`src/rtl/core/pkcs7u_pkg.sv`:
```
// shared types and constants for the pkcs7 unpad checker
// no dependencies
`default_nettype none

package pkcs7u_pkg;

  localparam int unsigned BlockBytesDef = 16;
  localparam int unsigned LengthBitsDef = 16;
  localparam int unsigned ByteW         = 8;
  localparam int unsigned StatusW       = 3;
  localparam int unsigned KeptW         = 16;

  typedef enum logic [StatusW-1:0] {
    StOk             = 3'd0,
    StBadLength      = 3'd1,
    StBadPadValue    = 3'd2,
    StBadPadContent  = 3'd3,
    StTooLong        = 3'd4
  } status_e;

  // one result beat
  typedef struct packed {
    logic [ByteW-1:0]   out_byte;
    logic               byte_valid;
    logic               end_of_message;
    logic [StatusW-1:0] status;
    logic [KeptW-1:0]   kept_length;
  } result_t;

endpackage

`default_nettype wire

```
`src/rtl/core/pkcs7u_obuf.sv`:
```
// output register for result beats, valid/ready toward the receiver
// depends on pkcs7u_pkg
`default_nettype none

module pkcs7u_obuf (
  input  wire logic                clk_i,
  input  wire logic                rst_ni,
  input  wire logic                push_i,
  input  wire pkcs7u_pkg::result_t push_data_i,
  output logic                     free_o,
  output logic                     out_valid_o,
  input  wire logic                out_ready_i,
  output pkcs7u_pkg::result_t      out_data_o
);

  logic                valid_q;
  pkcs7u_pkg::result_t data_q;

  // slot is free when empty or the held beat leaves this cycle
  assign free_o      = !valid_q || out_ready_i;
  assign out_valid_o = valid_q;
  assign out_data_o  = data_q;

  always_ff @(posedge clk_i or negedge rst_ni) begin
    if (!rst_ni) begin
      valid_q <= 1'b0;
    end else if (push_i && free_o) begin
      valid_q <= 1'b1;
    end else if (out_ready_i) begin
      valid_q <= 1'b0;
    end
  end

  always_ff @(posedge clk_i) begin
    if (push_i && free_o) begin
      data_q <= push_data_i;
    end
  end

endmodule

`default_nettype wire

```
`config.mk`:
```
export PLATFORM = sky130hd
export DESIGN_NAME = pkcs7u_obuf
export DESIGN_NICKNAME = d
export VERILOG_FILES = /design/src/rtl/core/pkcs7u_pkg.sv /design/src/rtl/core/pkcs7u_obuf.sv
export SDC_FILE = /design/constraint.sdc
export NUM_CORES = 1
export LEC_CHECK = 0
export ABC_AREA = 1
export BUFFER_PORTS_ARGS = -buffer_cell sky130_fd_sc_hd__buf_2
export CAP_MARGIN = 0
export CELL_PAD_IN_SITES_DETAIL_PLACEMENT = 0
export CELL_PAD_IN_SITES_GLOBAL_PLACEMENT = 1
export CORE_MARGIN = 2
export CORE_UTILIZATION = 30
export CTS_CLUSTER_SIZE = 30
export DETAILED_ROUTE_END_ITERATION = 7
export PLACE_DENSITY = 0.85
export SLEW_MARGIN = 15
export SYNTH_ARGS = -nofsm -noshare
export SYNTH_HDL_FRONTEND = slang
export SYNTH_SLANG_ARGS = --single-unit
```
`constraint.sdc`:
```
create_clock -name clk_i -period 2.7 [get_ports clk_i]
set_input_delay 0.405 -clock clk_i [delete_from_list [all_inputs] [get_ports clk_i]]
set_output_delay 0.405 -clock clk_i [all_outputs]
set_load 0.005 [all_outputs]
```
# Yosys cells after proc, flatten, opt, wreduce, memory -nomap -nowiden
# Index checks and enable logic that the tools add are counted.
# W data, S select, Z words.
dict set report totals {
  register_bits 30
}
dict set report classes {
  n_mux 2
  n_reduce_logical 4
}
# operator count
set ops {}
lappend ops {{$mux W1} 2}
lappend ops {{$reduce_bool A2 Y1} 1}
lappend ops {{$logic_and A1 B1 Y1} 1}
lappend ops {{$logic_not A1 Y1} 1}
lappend ops {{$logic_or A1 B1 Y1} 1}

# Depth between registers and ports, before layout
dict set report depth {
  word_depth 4
  ltp_mapped 3
  ltp_nobuf 3
}

# Least setup slack after synthesis
# No wires, ideal clock.
dict set report synth_path {
  path_kind {input to register}
  from {input push_i}
  to {register data_q (netlist bit out_data_o[0]), enable pin}
  path_stages 2
  setup_time_ns 0.425
  t_arrival_ns 1.882
  path_buffers 0
  setup_slack_ns 0.393
  cell_sequence {inv_1 a21oi_1}
}
dict set report synth_via {
  elab_chain_cells 1
}
# item line
set synth_rtl {}
lappend synth_rtl {{start: declaration} pkcs7u_obuf.sv:8} ;# input wire logic push_i,
lappend synth_rtl {{$logic_and A1 B1 Y1} pkcs7u_obuf.sv:35} ;# if (push_i && free_o) begin
lappend synth_rtl {{end signal: assignment} pkcs7u_obuf.sv:36} ;# data_q <= push_data_i;
lappend synth_rtl {{end: declaration} pkcs7u_obuf.sv:17} ;# pkcs7u_pkg::result_t data_q;
# Every way passes these cells.
# A chain may end at the register's enable or synchronous reset.

# Worst setup path after layout
dict set report layout_path {
  from {register valid_q, in the netlist out_valid_o}
  to {output free_o}
}
dict set report layout_via {
  elab_chain_cells 2
}
# item line
set layout_rtl {}
lappend layout_rtl {{start: declaration} pkcs7u_obuf.sv:16} ;# logic valid_q;
lappend layout_rtl {{start signal: assignment} pkcs7u_obuf.sv:26} ;# valid_q <= 1'b0;
lappend layout_rtl {{start signal: assignment} pkcs7u_obuf.sv:28} ;# valid_q <= 1'b1;
lappend layout_rtl {{start signal: assignment} pkcs7u_obuf.sv:30} ;# valid_q <= 1'b0;
lappend layout_rtl {{$logic_not A1 Y1} pkcs7u_obuf.sv:20} ;# assign free_o = !valid_q || out_ready_i;
lappend layout_rtl {{$logic_or A1 B1 Y1} pkcs7u_obuf.sv:20}
lappend layout_rtl {{end: declaration} pkcs7u_obuf.sv:10} ;# output logic free_o,
# Every way passes these cells.

==> run_results.csv <==
group,metric,value,unit
timing,setup_viol,0,
floorplan,dieArea,3511,um2
setup_path,timing.rr.start,"out_valid_o$_DFFE_PN0P_",
worst_hold_path,hold_class,"input pin to flip-flop",
clock_network,clk_path_buf_depth,2,
setup_path,r2r_end,"out_data_o[23]$_DFFE_PP_",
timing,worst_slew_pin_slew,0.3516,ns
synth,seq_area_frac_synth,97.81,%
setup_path,end_kind,"primary output",
timing,clock_skew,0.003354,ns
setup_path,crit_path_max_incr_delay,0.41,ns
drt,post_drt_wl_per_cell,11.37,um
setup_path,crit_path_start_kind,"flip-flop",
place,pre_cts_slack,1.357,ns
finish,final_common_cell,"buf_2",
setup_path,path_cells,"nand2_1 > buf_2",
drt,vias_per_cell,4.136,
global_route,grt_max_degree,30,
finish,ff_latch_area,895.9,um2
clock_network,cts_tree,"yes",
clock_network,hold_buffers,1,
global_route,track_usage,9.524,%
setup_path,worst_r2r_path_depth,2,
drt,drtPass1Iterations,3,
synth,synth_area,915.9,um2
synth,synth_top_area_share,95.08,%
finish,fill_cells,277,
setup_path,cp.arrival,0.91,ns
status,status,"completed",
synth,ys.warnings.count,0,
timing,finalHoldViolCount,0,
timing,final_max_slew_viol_count,0,
drt,drc,0,
place,dp.cells,132,
setup_path,worstPathMaxFanout,3,
finish,multi_input_area,16.27,um2
floorplan,die_x,59.26,um
job,drv_cap,0,
synth,synth-seq-cells,30,
worst_hold_path,min_delay_path_depth,1,
floorplan,die_y,59.26,um
power,ir_worst_vdd,0.2605,mV
clock_network,h-tree-depth,2,
clock_network,cts_sinks,30,
synth,yosysUniqueCellTypes,5,
synth,syn_avg_cell_area,26.17,um2
setup_path,critical_path_class,"flip-flop to primary output",
timing,max_freq,758.1,MHz
timing,max-slew-margin-rel,76.56,%
finish,final_util,44.96,%
finish,final_nets,140,
synth,syn_inst,35,
power,p_leak,0.5862,nW
synth,synth_fp_nets,68,
worst_hold_path,holdPathEnd,"out_data_o[26]$_DFFE_PP_",
timing,fin_crit_sh,48.86,%
setup_path,r2r_slack,1.48,ns
synth,yosysTopAreaCell,"edfxtp_1",
clock_network,clk_pin_slew_worst_paths,0.08,ns
synth,yosys-top-cells-area,"edfxtp_1, dfrtp_1, inv_1, nand2_1, a21oi_1",
place,gp_congestion,0.6302,
power,power_density,623.2,nW/um2
global_route,grt_first_pass_wirelength,2.208,mm
finish,layout_common_cells,"buf_2, edfxtp_1, clkbuf_4",
finish,instances_no_fill,140,
finish,layout-drive-gt1-share,65.42,%
drt,vias,579,
clock_network,cts_root_buf,"clkbuf_4",
global_route,grt_pass1_vias,514,
global_route,overflow,0,
clock_network,clkLatencyLatePin,0.31,ns
drt,drt_iter0_drc,20,
clock_network,postCtsResizedCells,0,
global_route,antenna_found_initial,0,
timing,setup_ws,1.381,ns
floorplan,coreArea,2978,um2
finish,syn_to_final_growth,46.17,%
place,port_buffers,63,
setup_path,worst_path_max_delay_cell,"dfrtp_1",
drt,routed_wl,1.592,mm
timing,post-route-min-period,1.319,ns
floorplan,ios,64,
worst_hold_path,min_from,"push_data_i[26]",
finish,diodes,0,
timing,tns,0,ns
setup_path,required,2.30,ns
timing,rsz0062_at_grt,"false",
clock_network,cts_made_buffers,5,
clock_network,cts_setup_buffers,0,
floorplan,rows,20,
floorplan,start_util,30.76,%
drt,drtAntennaViolNets,0,
cells in the mapped netlist:
| cell | count |
|---|---|
| a21oi_1 | 1 |
| nand2_1 | 2 |
| edfxtp_1 | 29 |
| dfrtp_1 | 1 |
| inv_1 | 2 |
power breakdown:
group / switching (mW) / total, mW / internal, mW
Combinational: 0.0300 / 0.0648 / 0.0348
Clock: 0.125 / 0.223 / 0.0979
Sequential: 0.00555 / 0.546 / 0.541
worst max-delay path by stage:
stage	startpoint	end	slack, ns	cells after the start
floorplan	push_i	out_data_o[0]$_DFFE_PP_	0.39	2
global placement	out_ready_i	out_data_o[12]$_DFFE_PP_	1.39	4
detailed placement	out_ready_i	out_data_o[11]$_DFFE_PP_	1.36	4
CTS	out_valid_o$_DFFE_PN0P_	free_o	1.35	2
global route	out_valid_o$_DFFE_PN0P_	free_o	1.31	2
finish	out_valid_o$_DFFE_PN0P_	free_o	1.38	2
layout make-up:
| cell class | count | area share, % |
|---|---|---|
| sequential | 30 | 66.92 |
| timing repair buffer | 65 | 24.86 |
| clock buffer | 7 | 3.364 |
| tap | 33 | 3.084 |
| multi-input combinational | 3 | 1.215 |
| inverter | 2 | 0.5607 |
per-stage QoR:
step / power, mW / hold slack, ns / instance area [um2]
after global placement: 0.6201 / 0.1813 / 1284
after floorplan: 0.5730 / 0.1094 / 915.9
after detailed placement: 0.6226 / 0.1854 / 1284
after global routing: 0.8766 / 0.2376 / 1339
final: 0.8344 / 0.2669 / 1339
after CTS: 0.8514 / 0.2455 / 1339
layer usage:
layer	global-route usage, %	up-vias	wire [um]
li1	-	279	-
met1	8.608	260	517
met2	14.44	34	816
met3	7.860	6	221
met4	5.844	0	37
met5	0	-	0
registers in the layout (all words and copies together) (netlist names):
signal and flops:
out_valid_o 1, out_data_o 29
critical path, delay by kind of cell, from the launching register on:
family	cells	cell delay, ns
buffers and inverters	1	0.11
and+or+nand+nor	1	0.09
DFF	1	0.41
logic make-up after synthesis:
kind of cell           after synthesis  synth area share (%)
AO/OA/AOI/OAI                        1                0.5459
AND/OR/NAND/NOR                      2                0.8200
flip-flops                          30                 97.81
buffers and inverters                2                0.8200
(Power assumes the default switching activity.)
